**src/hw/rtl/bgi_pkg.sv**
```systemverilog
package bgi_pkg;

    localparam int VALUE_W  = 32;
    localparam int FRAC_W   = 16;
    localparam int DIFF_W   = 33;
    localparam int HPROD_W  = 48;
    localparam int POS_W    = 49;
    localparam int IDX_W    = 33;
    localparam int WEIGHT_W = 17;
    localparam int WPROD_W  = 33;
    localparam int ACC_W    = 66;
    localparam int RVAL_W   = 34;
    localparam int SIZE_W   = 7;

    localparam int RQ_DEPTH = 4;
    localparam int RQ_PTR_W = 2;
    localparam int RQ_CNT_W = 3;

    localparam int CFG_INDEX_W = 3;

    typedef logic [WEIGHT_W-1:0] weight_t;
    typedef logic [WPROD_W-1:0]  wprod_t;

    localparam weight_t WEIGHT_ONE = 17'h10000;
    localparam logic signed [ACC_W-1:0] ROUND_BIAS = 66'sh80000000;
    localparam logic signed [VALUE_W-1:0] VALUE_MAX = 32'sh7fffffff;
    localparam logic signed [VALUE_W-1:0] VALUE_MIN = 32'sh80000000;

    typedef enum logic [CFG_INDEX_W-1:0] {
        CFG_X_ORIGIN     = 3'd0,
        CFG_Y_ORIGIN     = 3'd1,
        CFG_X_STEP_RECIP = 3'd2,
        CFG_Y_STEP_RECIP = 3'd3,
        CFG_COLS_USED    = 3'd4,
        CFG_ROWS_USED    = 3'd5
    } cfg_index_t;

    typedef struct packed {
        logic signed [VALUE_W-1:0] value;
        logic                      oob;
        logic                      last;
    } result_t;

endpackage

```
**src/hw/rtl/bgi_axis.sv**
```systemverilog
module bgi_axis #(
    parameter int MAX_N = 64
) (
    input  logic                                 aclk,
    input  logic                                 en,
    input  logic signed [bgi_pkg::VALUE_W-1:0]   coord,
    input  logic signed [bgi_pkg::VALUE_W-1:0]   origin,
    input  logic        [bgi_pkg::VALUE_W-1:0]   recip,
    input  logic        [bgi_pkg::SIZE_W-1:0]    n_used,
    output logic                                 oob,
    output logic        [$clog2(MAX_N)-1:0]      cell_idx,
    output bgi_pkg::weight_t                     weight
);

    localparam int CW = $clog2(MAX_N);
    localparam int NW = $clog2(MAX_N + 1);
    localparam int SW = (NW > bgi_pkg::SIZE_W) ? NW : bgi_pkg::SIZE_W;

    logic signed [bgi_pkg::DIFF_W-1:0]  d_reg;
    logic                               neg_reg;
    logic                               rzero_reg;
    logic        [bgi_pkg::HPROD_W-1:0] hx_reg;
    logic        [bgi_pkg::HPROD_W-1:0] lx_reg;
    logic                               oob_reg;
    logic        [CW-1:0]               cell_reg;
    bgi_pkg::weight_t                   weight_reg;

    logic        [SW-1:0]               n_ext;
    logic        [SW-1:0]               n_sat;
    logic        [NW-1:0]               n_lim;
    logic        [NW-1:0]               nm1;
    logic        [bgi_pkg::POS_W-1:0]   pos;
    logic        [bgi_pkg::IDX_W-1:0]   idx;
    logic        [bgi_pkg::FRAC_W-1:0]  fr;
    logic                               oob_next;
    logic        [CW-1:0]               cell_next;
    bgi_pkg::weight_t                   weight_next;

    always_comb begin
        n_ext = SW'(n_used);
        if (n_ext < SW'(2)) begin
            n_sat = SW'(2);
        end else if (n_ext > SW'(MAX_N)) begin
            n_sat = SW'(MAX_N);
        end else begin
            n_sat = n_ext;
        end
        n_lim = NW'(n_sat);
        nm1   = n_lim - NW'(1);
    end

    always_comb begin
        if (neg_reg) begin
            pos = '0;
        end else begin
            pos = {1'b0, hx_reg} + bgi_pkg::POS_W'(lx_reg[bgi_pkg::HPROD_W-1:bgi_pkg::FRAC_W]);
        end
        idx = pos[bgi_pkg::POS_W-1:bgi_pkg::FRAC_W];
        fr  = pos[bgi_pkg::FRAC_W-1:0];

        oob_next    = 1'b0;
        cell_next   = CW'(idx);
        weight_next = {1'b0, fr};
        if (neg_reg && !rzero_reg) begin
            oob_next = 1'b1;
        end else if (idx > bgi_pkg::IDX_W'(nm1)) begin
            oob_next = 1'b1;
        end else if (idx == bgi_pkg::IDX_W'(nm1)) begin
            oob_next    = (fr != '0);
            cell_next   = CW'(n_lim - NW'(2));
            weight_next = bgi_pkg::WEIGHT_ONE;
        end
    end

    always_ff @(posedge aclk) begin
        if (en) begin
            d_reg      <= {coord[bgi_pkg::VALUE_W-1], coord}
                        - {origin[bgi_pkg::VALUE_W-1], origin};
            neg_reg    <= d_reg[bgi_pkg::DIFF_W-1];
            rzero_reg  <= (recip == '0);
            hx_reg     <= d_reg[31:16] * recip;
            lx_reg     <= d_reg[15:0] * recip;
            oob_reg    <= oob_next;
            cell_reg   <= cell_next;
            weight_reg <= weight_next;
        end
    end

    assign oob      = oob_reg;
    assign cell_idx = cell_reg;
    assign weight   = weight_reg;

endmodule

```
**config.mk**
```make
export PLATFORM = sky130hd
export DESIGN_NAME = bgi_axis
export DESIGN_NICKNAME = d
export VERILOG_FILES = /design/src/hw/rtl/bgi_pkg.sv /design/src/hw/rtl/bgi_axis.sv
export SDC_FILE = /design/constraint.sdc
export NUM_CORES = 2
export LEC_CHECK = 0
export ABC_AREA = 1
export ABC_CLOCK_PERIOD_IN_PS = 13850
export BUFFER_PORTS_ARGS = -buffer_cell sky130_fd_sc_hd__buf_4
export CAP_MARGIN = 20
export CORE_MARGIN = 3
export CORE_UTILIZATION = 40
export DETAILED_ROUTE_END_ITERATION = 6
export SYNTH_ARGS = -nofsm -noshare
export SYNTH_HDL_FRONTEND = slang
export SYNTH_SLANG_ARGS = --single-unit
```
**constraint.sdc**
```tcl
create_clock -name aclk -period 13.85 [get_ports aclk]
set_clock_uncertainty 0.05 [all_clocks]
set_input_delay 1.385 -clock aclk [delete_from_list [all_inputs] [get_ports aclk]]
set_output_delay 1.385 -clock aclk [all_outputs]
set_load 0.02 [all_outputs]
```
==> impl_metrics.tcl <==
set metrics [dict create \
    syn_nets 7217 \
    min_path_cells 0 \
    final_cell_mix "inv_1 (1746), nand2_1 (1672), fa_1 (837), ha_1 (311), nor2_1 (239)" \
    grt_max_degree 84 \
    criticalPathCategory "register to register" \
    via_count 36936 \
    io_pins 129 \
    synth_edf_count 139 \
    grt_pass1_wl_um 219000 \
    ant_nets 0 \
    synthArstFlopShare_pct 0 \
    min_period_ps 7740 \
    hold_path_startpoint "d_reg[32]" \
    cts_max_path_buffers 2 \
    required_ps 14050 \
    routabilityCongestion 0.968 \
    root_buffer "clkbuf_16" \
    synth_flop_cell "edfxtp_1" \
    synth_mux_area_share_pct 0 \
    finalCritPeriodShare_pct 55.9 \
    clock-sinks 139 \
    io_buffers 128 \
    final_common_cell "inv_1" \
    synth-xor-area-share_pct 2.28 \
    hold_path.class "register to register" \
    worst_pin_slew_ps 1130 \
    cap_viol_max_count 0 \
    synth_compound_area_share_pct 4.77 \
    drc_errors 0 \
    synth.yosys.warnings 0 \
    start_util_pct 40.5 \
    clkSlewWorstSetupHoldPaths_ps 70 \
    antenna_found_initial 2 \
    num-nets-final 7169 \
    rows 121 \
    r2r_slack_ps 6110 \
    slew_headroom_pct 24.5 \
    cts_resized 0 \
    setup_viol 0 \
    reg2reg_depth 22 \
    netlist.top_cell.by_area "fa_1" \
    synth_top_family_by_area "adder cells" \
    post_cts_buffers 0 \
    drt_iter0_drc 2629 \
    wire_per_inst_um 18.9 \
    synth_area_leaders "fa_1 (38%), inv_1 (15%), nand2_1 (14%)" \
    r2r-end "hx_reg[37]" \
    dp_hpwl_um 110000 \
    hold_end "neg_reg" \
    grtUsageTotal_pct 24.7 \
    grt_pass1_vias 38303 \
    finalHoldViolations 0 \
    synth.distinct_cells 47 \
    cp_max_fo 21 \
    wl_um 140000 \
    synthSimpleGateAreaFrac_pct 20.0 \
    largest_reg_flops 48 \
    setup-tns-final_ps 0 \
    die-area_mm2 0.115 \
    hold_buffers 0 \
    insertion_delay_ps 490 \
    clock.fmax_mhz 129 \
    synth-seq-cells 139 \
    synthAdderAreaFrac_pct 46.7 \
    synth_top_area_share_pct 37.9 \
    reg2reg_from "d_reg[25]" \
    die_x_um 338 \
    syn_inst 5964 \
    die_h_um 338 \
    overflow 0 \
    drive_gt1_share_pct 4.13 \
    syn-cell-area_mm2 0.0442 \
    endpoint_kind "register" \
    status "finished clean" \
    cts_buffers 17 \
    drtPass1Iterations 6 \
    avgSynthCellArea_um2 7.41 \
    drv_slew 0 \
    cts_tree "yes" \
    area_delta_synth_final_pct 6.28 \
    rsz0062_at_grt "false" \
    htree_num_levels 4 \
    synth.yosys.seq_area_share_pct 9.44 \
    fp.coreArea_mm2 0.109 \
    vias_per_cell 4.99 \
    arrival_ps 7940 \
    crit_path_start_kind "register" \
]
==> how the worst max path moves through the flow <==
| stage | slack [ps] | cells after the start | end | from |
|---|---|---|---|---|
| after CTS | 6190 | 22 | hx_reg[37] | d_reg[25] |
| after global placement | 5600 | 22 | hx_reg[37] | recip[7] |
| final | 6110 | 22 | hx_reg[37] | d_reg[25] |
| after floorplan | 6800 | 22 | hx_reg[37] | recip[12] |
| after detailed placement | 5750 | 22 | hx_reg[37] | recip[7] |
| after global routing | 5750 | 22 | hx_reg[37] | d_reg[25] |
==> layer usage <==
| metal | wire length [um] | vias to the layer above | track usage (%) |
|---|---|---|---|
| met5 | 12 | - | 0 |
| met4 | 3110 | 2 | 5.60 |
| met3 | 10900 | 200 | 4.44 |
| met2 | 64900 | 1376 | 40.9 |
| met1 | 60900 | 18247 | 33.7 |
| li1 | - | 17111 | - |
==> synth_stat cells (all sizes together) (6+ instances only) <==
library cell     n
a21boi           7
a21oi          189
a31oi           42
buf             10
clkbuf         221
edfxtp         139
fa             837
ha             311
inv           1753
nand2         1679
nand3          132
nand3b          13
nand4           47
nor2           262
nor3            31
nor4            18
o21a            11
o21ai          100
o21bai           6
or2              7
xnor2           50
xor2            65
==> final cells by class <==
cell class	count	area (um^2)
fill	11404	62300
multi-input combinational	3841	32600
inverter	1753	6580
sequential	139	4170
tap	1476	1850
timing repair buffer	164	1250
clock buffer	18	429
clock inverter	13	120
antenna	1	2.50
==> critical path, cell delays in order, from the launching register on <==
cell	delay (ps)
edfxtp_1	1040
buf_4	450
nand2_1	120
fa_1	520
inv_1	50
fa_1	500
inv_1	50
fa_1	550
inv_1	50
fa_1	450
fa_1	500
inv_1	50
fa_1	470
inv_1	50
ha_1	430
nand2_1	190
nor4_1	490
a21oi_1	190
nor2_1	120
nor2_1	80
o21ai_0	510
a31oi_1	180
xnor2_1	390
==> cell families after synthesis <==
family,count (synthesis)
compound gates,381
xor+xnor,115
flops,139
fa+ha+maj,1148
simple gates,2197
buf+inv,1984
==> metrics by stage <==
step	worst slack, ps	instance area [um^2]	instances	hold slack (ps)	utilization, %
after floorplan	6800	44200	5964	350	-
after global placement	5600	46400	7372	524	42.5
after detailed placement	5750	46400	7373	526	42.5
after CTS	6190	47000	7404	528	43.0
after global routing	5750	47000	7405	585	43.0
final	6110	47000	7405	533	43.0
Power is left out: the tool's default activity adds up to more than one toggle a clock period on the data nets, which glitch-free logic cannot reach.
