===== src/hw/rtl/bgi_pkg.sv =====
package bgi_pkg;

    localparam int VALUE_W  = 32;
    localparam int FRAC_W   = 16;
    localparam int DIFF_W   = 33;
    localparam int HPROD_W  = 48;
    localparam int POS_W    = 49;
    localparam int IDX_W    = 33;
    localparam int WEIGHT_W = 17;
    localparam int WPROD_W  = 33;
    localparam int ACC_W    = 66;
    localparam int RVAL_W   = 34;
    localparam int SIZE_W   = 7;

    localparam int RQ_DEPTH = 4;
    localparam int RQ_PTR_W = 2;
    localparam int RQ_CNT_W = 3;

    localparam int CFG_INDEX_W = 3;

    typedef logic [WEIGHT_W-1:0] weight_t;
    typedef logic [WPROD_W-1:0]  wprod_t;

    localparam weight_t WEIGHT_ONE = 17'h10000;
    localparam logic signed [ACC_W-1:0] ROUND_BIAS = 66'sh80000000;
    localparam logic signed [VALUE_W-1:0] VALUE_MAX = 32'sh7fffffff;
    localparam logic signed [VALUE_W-1:0] VALUE_MIN = 32'sh80000000;

    typedef enum logic [CFG_INDEX_W-1:0] {
        CFG_X_ORIGIN     = 3'd0,
        CFG_Y_ORIGIN     = 3'd1,
        CFG_X_STEP_RECIP = 3'd2,
        CFG_Y_STEP_RECIP = 3'd3,
        CFG_COLS_USED    = 3'd4,
        CFG_ROWS_USED    = 3'd5
    } cfg_index_t;

    typedef struct packed {
        logic signed [VALUE_W-1:0] value;
        logic                      oob;
        logic                      last;
    } result_t;

endpackage


===== src/hw/rtl/bgi_result_fifo.sv =====
module bgi_result_fifo (
    input  logic              aclk,
    input  logic              aresetn,
    input  logic              push,
    input  bgi_pkg::result_t  push_data,
    input  logic              pop_ready,
    output logic              out_valid,
    output bgi_pkg::result_t  out_data
);

    bgi_pkg::result_t                 slot_reg [bgi_pkg::RQ_DEPTH];
    logic [bgi_pkg::RQ_PTR_W-1:0]     wr_ptr_reg;
    logic [bgi_pkg::RQ_PTR_W-1:0]     rd_ptr_reg;
    logic [bgi_pkg::RQ_CNT_W-1:0]     count_reg;
    logic                             pop;

    assign out_valid = (count_reg != '0);
    assign out_data  = slot_reg[rd_ptr_reg];
    assign pop       = out_valid && pop_ready;

    always_ff @(posedge aclk) begin
        if (push) begin
            slot_reg[wr_ptr_reg] <= push_data;
        end
    end

    always_ff @(posedge aclk) begin
        if (!aresetn) begin
            wr_ptr_reg <= '0;
            rd_ptr_reg <= '0;
            count_reg  <= '0;
        end else begin
            if (push) begin
                wr_ptr_reg <= wr_ptr_reg + 1'b1;
            end
            if (pop) begin
                rd_ptr_reg <= rd_ptr_reg + 1'b1;
            end
            count_reg <= count_reg + bgi_pkg::RQ_CNT_W'(push) - bgi_pkg::RQ_CNT_W'(pop);
        end
    end

endmodule


===== config.mk =====
export PLATFORM = sky130hd
export DESIGN_NAME = bgi_result_fifo
export DESIGN_NICKNAME = d
export VERILOG_FILES = /design/src/hw/rtl/bgi_pkg.sv /design/src/hw/rtl/bgi_result_fifo.sv
export SDC_FILE = /design/constraint.sdc
export NUM_CORES = 1
export LEC_CHECK = 0
export BUFFER_PORTS_ARGS = -buffer_cell sky130_fd_sc_hd__buf_2
export CORE_ASPECT_RATIO = 0.5
export CORE_MARGIN = 1
export CORE_UTILIZATION = 30
export DETAILED_ROUTE_END_ITERATION = 6
export SYNTH_ARGS = -nofsm -noshare
export SYNTH_HDL_FRONTEND = slang
export SYNTH_SLANG_ARGS = --single-unit

===== constraint.sdc =====
create_clock -name aclk -period 1.9 [get_ports aclk]
set_input_delay 0.19 -clock aclk [delete_from_list [all_inputs] [get_ports aclk]]
set_output_delay 0.19 -clock aclk [all_outputs]
set_load 0.05 [all_outputs]

==> summary.md, run 1 <==
| Metric | Value |
|---|---|
| Status | `complete, but fails checks` |
| Failing checks | `negative setup slack` |
| RSZ-0062 raised after global routing | `yes` |
| Antenna Cells | `0` |
| Setup ws final | `-0.00717 ns` |
| Commonest non-fill, non-tap cell in the layout | `edfxtp_1` |
| Die X | `192 um` |
| FF-to-FF End | `count_reg[2]` |
| Slew HR | `0.353` |
| Layout cells sized above 1 | `0.441` |
| Max reg flops | `about 140` |
| Row count | `34` |
| Sequential element share of the synthesized area | `0.786` |
| Routed length per instance | `16.1 um` |
| Vias post-DR | `around 2.6k` |
| DRT Wirelength | `9680 um` |
| DP HPWL | `5750 um` |
| R2r worst-path depth | `7` |
| Period utilisation layout | `1.00` |
| Sequential share of power | `0.394` |
| Critical path type | `flip-flop to output port` |
| Total CTS buffers | `17` |
| Mapped Cells | `222` |
| CTS tree | `done` |
| Flops & latches, synth | `approximately 150` |
| NetSw | `2.99 mW` |
| Worst reg-to-reg setup slack | `0.04 ns` |
| Initial DRC count | `between 100 and 150` |
| Nets | `399` |
| Clock Power Share | `0.319` |
| Vias in the first global route | `2881` |
| Largest net degree at the start of global routing | `35` |
| Clk pin slew, worst setup/hold paths | `0.06 ns` |
| PortBufs | `72` |
| Crit path capture type | `output port` |
| Clock Latency Late Sink | `0.41 ns` |
| Synth-to-Final Area Change | `33.6%` |
| GRT overflow | `0` |
| Clock root buffer | `clkbuf_16` |
| Fin. Hold Viols | `0` |
| Placed cells | `533` |
| Core area | `0.0175 mm2` |
| Routed Antenna Nets | `0` |
| First-pass GRT wire length | `between 15000 and 20000 um` |
| Final Skew | `between 0.007 and 0.008 ns` |
| Pwr Total | `roughly 9.6 mW` |
| Mapped Area | `roughly 0.0054 mm2` |
| Setup crit end | `out_data[31]` |
| Final non-filler cell total | `601` |
| CP max FO | `16` |
| Die footprint | `~0.019 mm2` |
| Max-cap violations | `0` |
| Sw Share | `0.312` |
| Worst r2r src | `count_reg[1]` |
| Num ports | `73` |
| Logic pwr share | `0.288` |
| Setup TNS | `-0.0145 ns` |
| CP Launch Type | `flip-flop` |
| DRC | `0` |
| Worst Hold Class | `input port to flip-flop` |
| Max clock buf depth | `2` |
| Most frequent cells in the layout | `edfxtp_1, buf_2, mux4_2, dlygate4sd3_1, buf_6` |
| Initial antenna violation count | `0` |
| Final setup viols | `3` |
| Power density cells | `1320 mW/mm2` |
| Worst vdd ir | `about 0.00071 V` |
| Initial Util | `0.309` |
| Pleak | `2.50 nW` |
| CTS sink cnt | `145` |
| Worst Hold Depth | `2` |
| Tmin final | `1.91 ns` |
| Via-to-Cell Ratio | `4.27` |
| Die Y-Extent | `97.1 um` |
| Max Clk Rate | `524 MHz` |
| Total GRT Usage | `0.114` |
| Least-Margin Pin Slew | `around 0.97 ns` |
| Post-synth cell types | `21` |
| WP data arrival | `approximately 1.7 ns` |
| GP Congestion | `0.676` |
| Synthesized net count | `267` |
| DR pass1 iterations | `5` |
| Syn avg cell area | `24.4 um2` |
| Int Pwr | `6.58 mW` |
| Htree depth | `4` |
| Pins over their slew limit | `0` |
| Syn. warnings | `0` |
| Post-layout util | `0.413` |
| Worst EP required | `1.71 ns` |
through the flow:
stage | hold slack, ns | cell area [um2] | setup WS [ns]
finish | 0.101 | 7240 | -0.00717
global route | 0.101 | 7240 | -0.0792
CTS | 0.0920 | 7210 | -0.0673
detailed placement | 0.407 | 6120 | 0.0128
global placement | 0.405 | 6120 | 0.0431
floorplan | 0.289 | 5430 | 0.00583
synth_stat cells (all sizes together):
| master | instances | area [um2] |
|---|---|---|
| o31a | 1 | 8.76 |
| ha | 6 | 75.1 |
| mux2i | 4 | 40.0 |
| or3 | 1 | 6.26 |
| clkbuf | 1 | 3.75 |
| mux4 | 34 | 781 |
| nor2b | 1 | 6.26 |
| o311ai | 1 | 8.76 |
| nand2b | 2 | 12.5 |
| nand2 | 2 | 7.51 |
| edfxtp | 136 | 4080 |
| xnor3 | 1 | 22.5 |
| dfxtp | 9 | 180 |
| inv | 6 | 22.5 |
| xor2 | 1 | 8.76 |
| fa | 1 | 20.0 |
| buf | 7 | 86.3 |
| and2 | 8 | 50.1 |
worst min-delay path by stage:
stage                              from  slack, ns         endpoint
after floorplan            push_data[0]       0.29   slot_reg[0][0]
after global placement     push_data[2]       0.41   slot_reg[0][2]
final                           aresetn       0.10     count_reg[1]
after CTS                       aresetn       0.09     count_reg[2]
after detailed placement  push_data[11]       0.41  slot_reg[3][11]
after global routing            aresetn       0.10    wr_ptr_reg[1]
critical path, cell delays in order (launching register included):
cell and delay [ns]:
dfxtp_4 0.39, buf_12 0.19, mux4_2 0.54, buf_6 0.17
cell type report:
class	instances	area, um2
clock buffers	17	425
clock inverters	15	123
fillers	1543	10300
inverters	6	22.5
multi-input cells	63	1040
flip-flops and latches	145	4270
well taps	234	293
repair buffers	121	1070
what timing repair did:
| action | 4_1_cts | 5_1_grt |
|---|---|---|
| cloned | 0 | 1 |
| hold endpoints to repair | 136 | 0 |
| setup endpoints to repair | 34 | 35 |
| pin swaps | 0 | 2 |
| resized for setup | 72 | 3 |
| hold buffers | 34 | 0 |
| buffers inserted | 0 | 1 |
kinds of logic after synthesis:
kind of cell,count (synthesis),share of synthesized area
multiplexers,38,0.151
flip-flops,145,0.786
AND/OR/NAND/NOR,14,0.0152
AO/OA/AOI/OAI,2,0.00323
buffers and inverters,14,0.0208
adder cells (fa/ha/maj),7,0.0175
XOR/XNOR,2,0.00577
power groups by stage:
stage                     logic, mW  clock network, mW  registers (mW)
after floorplan                1.85                  0            3.81
after global placement         2.33                  0            3.82
after detailed placement       2.34                  0            3.83
after CTS                      2.75               3.11            3.76
after global routing           2.91               3.25            3.79
final                          2.75               3.05            3.77
layer usage:
metal | GRT usage | part of all wire | vias up
met5 | 0 | 0 | -
met4 | 0.0454 | 0.0099 | 0
met3 | 0.0394 | 0.034 | 7
met2 | 0.185 | 0.51 | 31
met1 | 0.139 | 0.44 | 1334
li1 | - | - | 1194
Power figures use the tool's default switching activity.
==> inputs of run 2 (changes only) <==
--- a/config.mk
+++ b/config.mk
@@ -7,7 +7,7 @@
 export LEC_CHECK = 0
 export BUFFER_PORTS_ARGS = -buffer_cell sky130_fd_sc_hd__buf_2
 export CORE_ASPECT_RATIO = 0.5
-export CORE_MARGIN = 1
+export CORE_MARGIN = 1.5
 export CORE_UTILIZATION = 30
 export DETAILED_ROUTE_END_ITERATION = 6
 export SYNTH_ARGS = -nofsm -noshare
==> summary.md, run 2 (synthesis results as in run 1) <==
| Metric | Value |
|---|---|
| Status | `complete, but fails checks` |
| Failing checks | `negative setup slack` |
| Slowest stage delay, CP | `~0.51 ns` |
| Worst Hold Depth | `2` |
| Final Skew | `0.00603 ns` |
| Max reg flops | `between 100 and 150` |
| Worst Hold Path EP | `count_reg[1]` |
| Worst reg-to-reg setup slack | `0.03 ns` |
| Placed Area | `0.00613 mm2` |
| FF-to-FF End | `count_reg[2]` |
| GRT overflow | `0` |
| Worst r2r src | `count_reg[1]` |
| Via-to-Cell Ratio | `~4.2` |
| Worst vdd ir | `0.000684 V` |
| Least-Margin Pin Slew | `0.963 ns` |
| Total GRT Usage | `0.107` |
| Vias post-DR | `~2.6k` |
| Die X | `approximately 190 um` |
| Pins over their slew limit | `0` |
| Power density cells | `roughly 1300 mW/mm2` |
| R2r worst-path depth | `7` |
| Nets | `between 400 and 500` |
| Total CTS buffers | `17` |
| Initial DRC count | `roughly 140` |
| Largest net degree at the start of global routing | `35` |
| Antenna Cells | `0` |
| Design area | `0.00733 mm2` |
| Pwr Total | `9.87 mW` |
| DRT Wirelength | `9740 um` |
| Worst EP required | `1.71 ns` |
| Worst Hold Class | `input port to flip-flop` |
| CP max FO | `6` |
| Slowest cell on crit path | `mux4_2` |
| Routed length per instance | `16.1 um` |
| First-pass GRT wire length | `14900 um` |
| DP HPWL | `5770 um` |
| Post-layout util | `0.418` |
| DR pass1 iterations | `5` |
| Crit path capture type | `output port` |
| Num ports | `between 70 and 80` |
| Die footprint | `0.0189 mm2` |
| Max-cap violations | `0` |
| Vias in the first global route | `2853` |
| Layout cells sized above 1 | `0.439` |
| Clk pin slew, worst setup/hold paths | `0.06 ns` |
| Slew HR | `0.358` |
| CTS tree | `done` |
| CTS sink cnt | `145` |
| DRC | `0` |
| Pleak | `2.54 nW` |
| Pre-CTS setup slack | `-0.0509 ns` |
| Row count | `34` |
| Period utilisation layout | `1.01` |
| RSZ-0062 raised after global routing | `yes` |
| WP data arrival | `~1.7 ns` |
| Htree depth | `4` |
| Initial Util | `0.309` |
| Final setup viols | `20` |
| Most frequent cells in the layout | `edfxtp_1, buf_2, dlygate4sd3_1, mux4_2, buf_6` |
| Max clock buf depth | `2` |
| CP Launch Type | `flip-flop` |
| Initial antenna violation count | `0` |
| Clock root buffer | `clkbuf_16` |
| PortBufs | `72` |
| GP Congestion | `0.650` |
| Critical path type | `flip-flop to output port` |
| Synth-to-Final Area Change | `35.2%` |
| Setup ws final | `-0.0219 ns` |
| Clock Latency Late Sink | `about 0.41 ns` |
| Routed Antenna Nets | `0` |
| Tmin final | `1.92 ns` |
| Fin. Hold Viols | `0` |
| Max Clk Rate | `520 MHz` |
| Hold Crit Start | `aresetn` |
| Commonest non-fill, non-tap cell in the layout | `edfxtp_1` |
| Core area | `between 0.015 and 0.02 mm2` |
| Die Y-Extent | `98.1 um` |
| Crit-path cells | `buf_6 > mux4_2 > buf_4` |
## run 2: cell types whose count changed in the layout (fill, tap and decap cells not counted), sizes merged
cell | before | now
buf | 86 | 87
clkinv | 2 | 6
bufinv | 0 | 3
clkbuf | 18 | 21
inv | 13 | 7
clkinvlp | 6 | 3
## run 2: final cells by class
type                       count  area, um2
clock buffer                  19        433
clock inverter                13        161
fill                        1540      10200
inverter                       6       22.5
multi-input combinational     63       1050
sequential                   145       4270
tap                          234        293
timing repair buffer         123       1100
## run 2: how the worst max path moves through the flow
stage | from | to | slack (ns)
after global placement | count_reg[2] | count_reg[2] | 0.01
final | flip-flop | out_data[10] | -0.02
after floorplan | count_reg[2] | count_reg[2] | 0.006
after global routing | flip-flop | out_data[10] | -0.08
after CTS | flip-flop | out_data[33] | -0.04
after detailed placement | count_reg[2] | count_reg[2] | -0.05
## run 2: through the flow
step	TNS, ns	hold WS (ns)	cells
2_1_floorplan	0	0.289	222
3_3_place_gp	0	0.406	531
3_5_place_dp	-0.0509	0.405	531
4_1_cts	-0.236	0.0964	600
5_1_grt	-1.91	0.129	603
6_report	-0.211	0.120	603
## run 2: where the power goes
group | switching, mW | internal [mW] | leakage (nW)
Clock | 1.24 | 2.06 | 0.281
Sequential | 0.102 | 3.71 | 1.33
Combinational | 1.55 | 1.21 | 0.938
Total | 2.89 | 6.98 | 2.54
## run 2: routing by layer
| metal | GRT usage | routed length (um) | vias up |
|---|---|---|---|
| li1 | - | - | 1197 |
| met1 | 0.132 | 4320 | 1308 |
| met4 | 0.0568 | 186 | 0 |
| met2 | 0.176 | 5000 | 29 |
| met3 | 0.0237 | 232 | 16 |
| met5 | 0 | 0 | - |
## run 2: repair_timing
item,in CTS,in global routing
endpoints found under the hold margin,136,0
hold buffers,34,0
resized for setup,63,8
pin swaps,4,3
setup endpoints to repair,33,31
gates cloned,0,2
setup buffers,3,1
## run 2: worst max-delay path, delay by kind of cell, from the launching register on
kind                   cells  cell delay [ns]
buffers and inverters      2             0.37
DFF                        1             0.44
muxes                      1             0.51
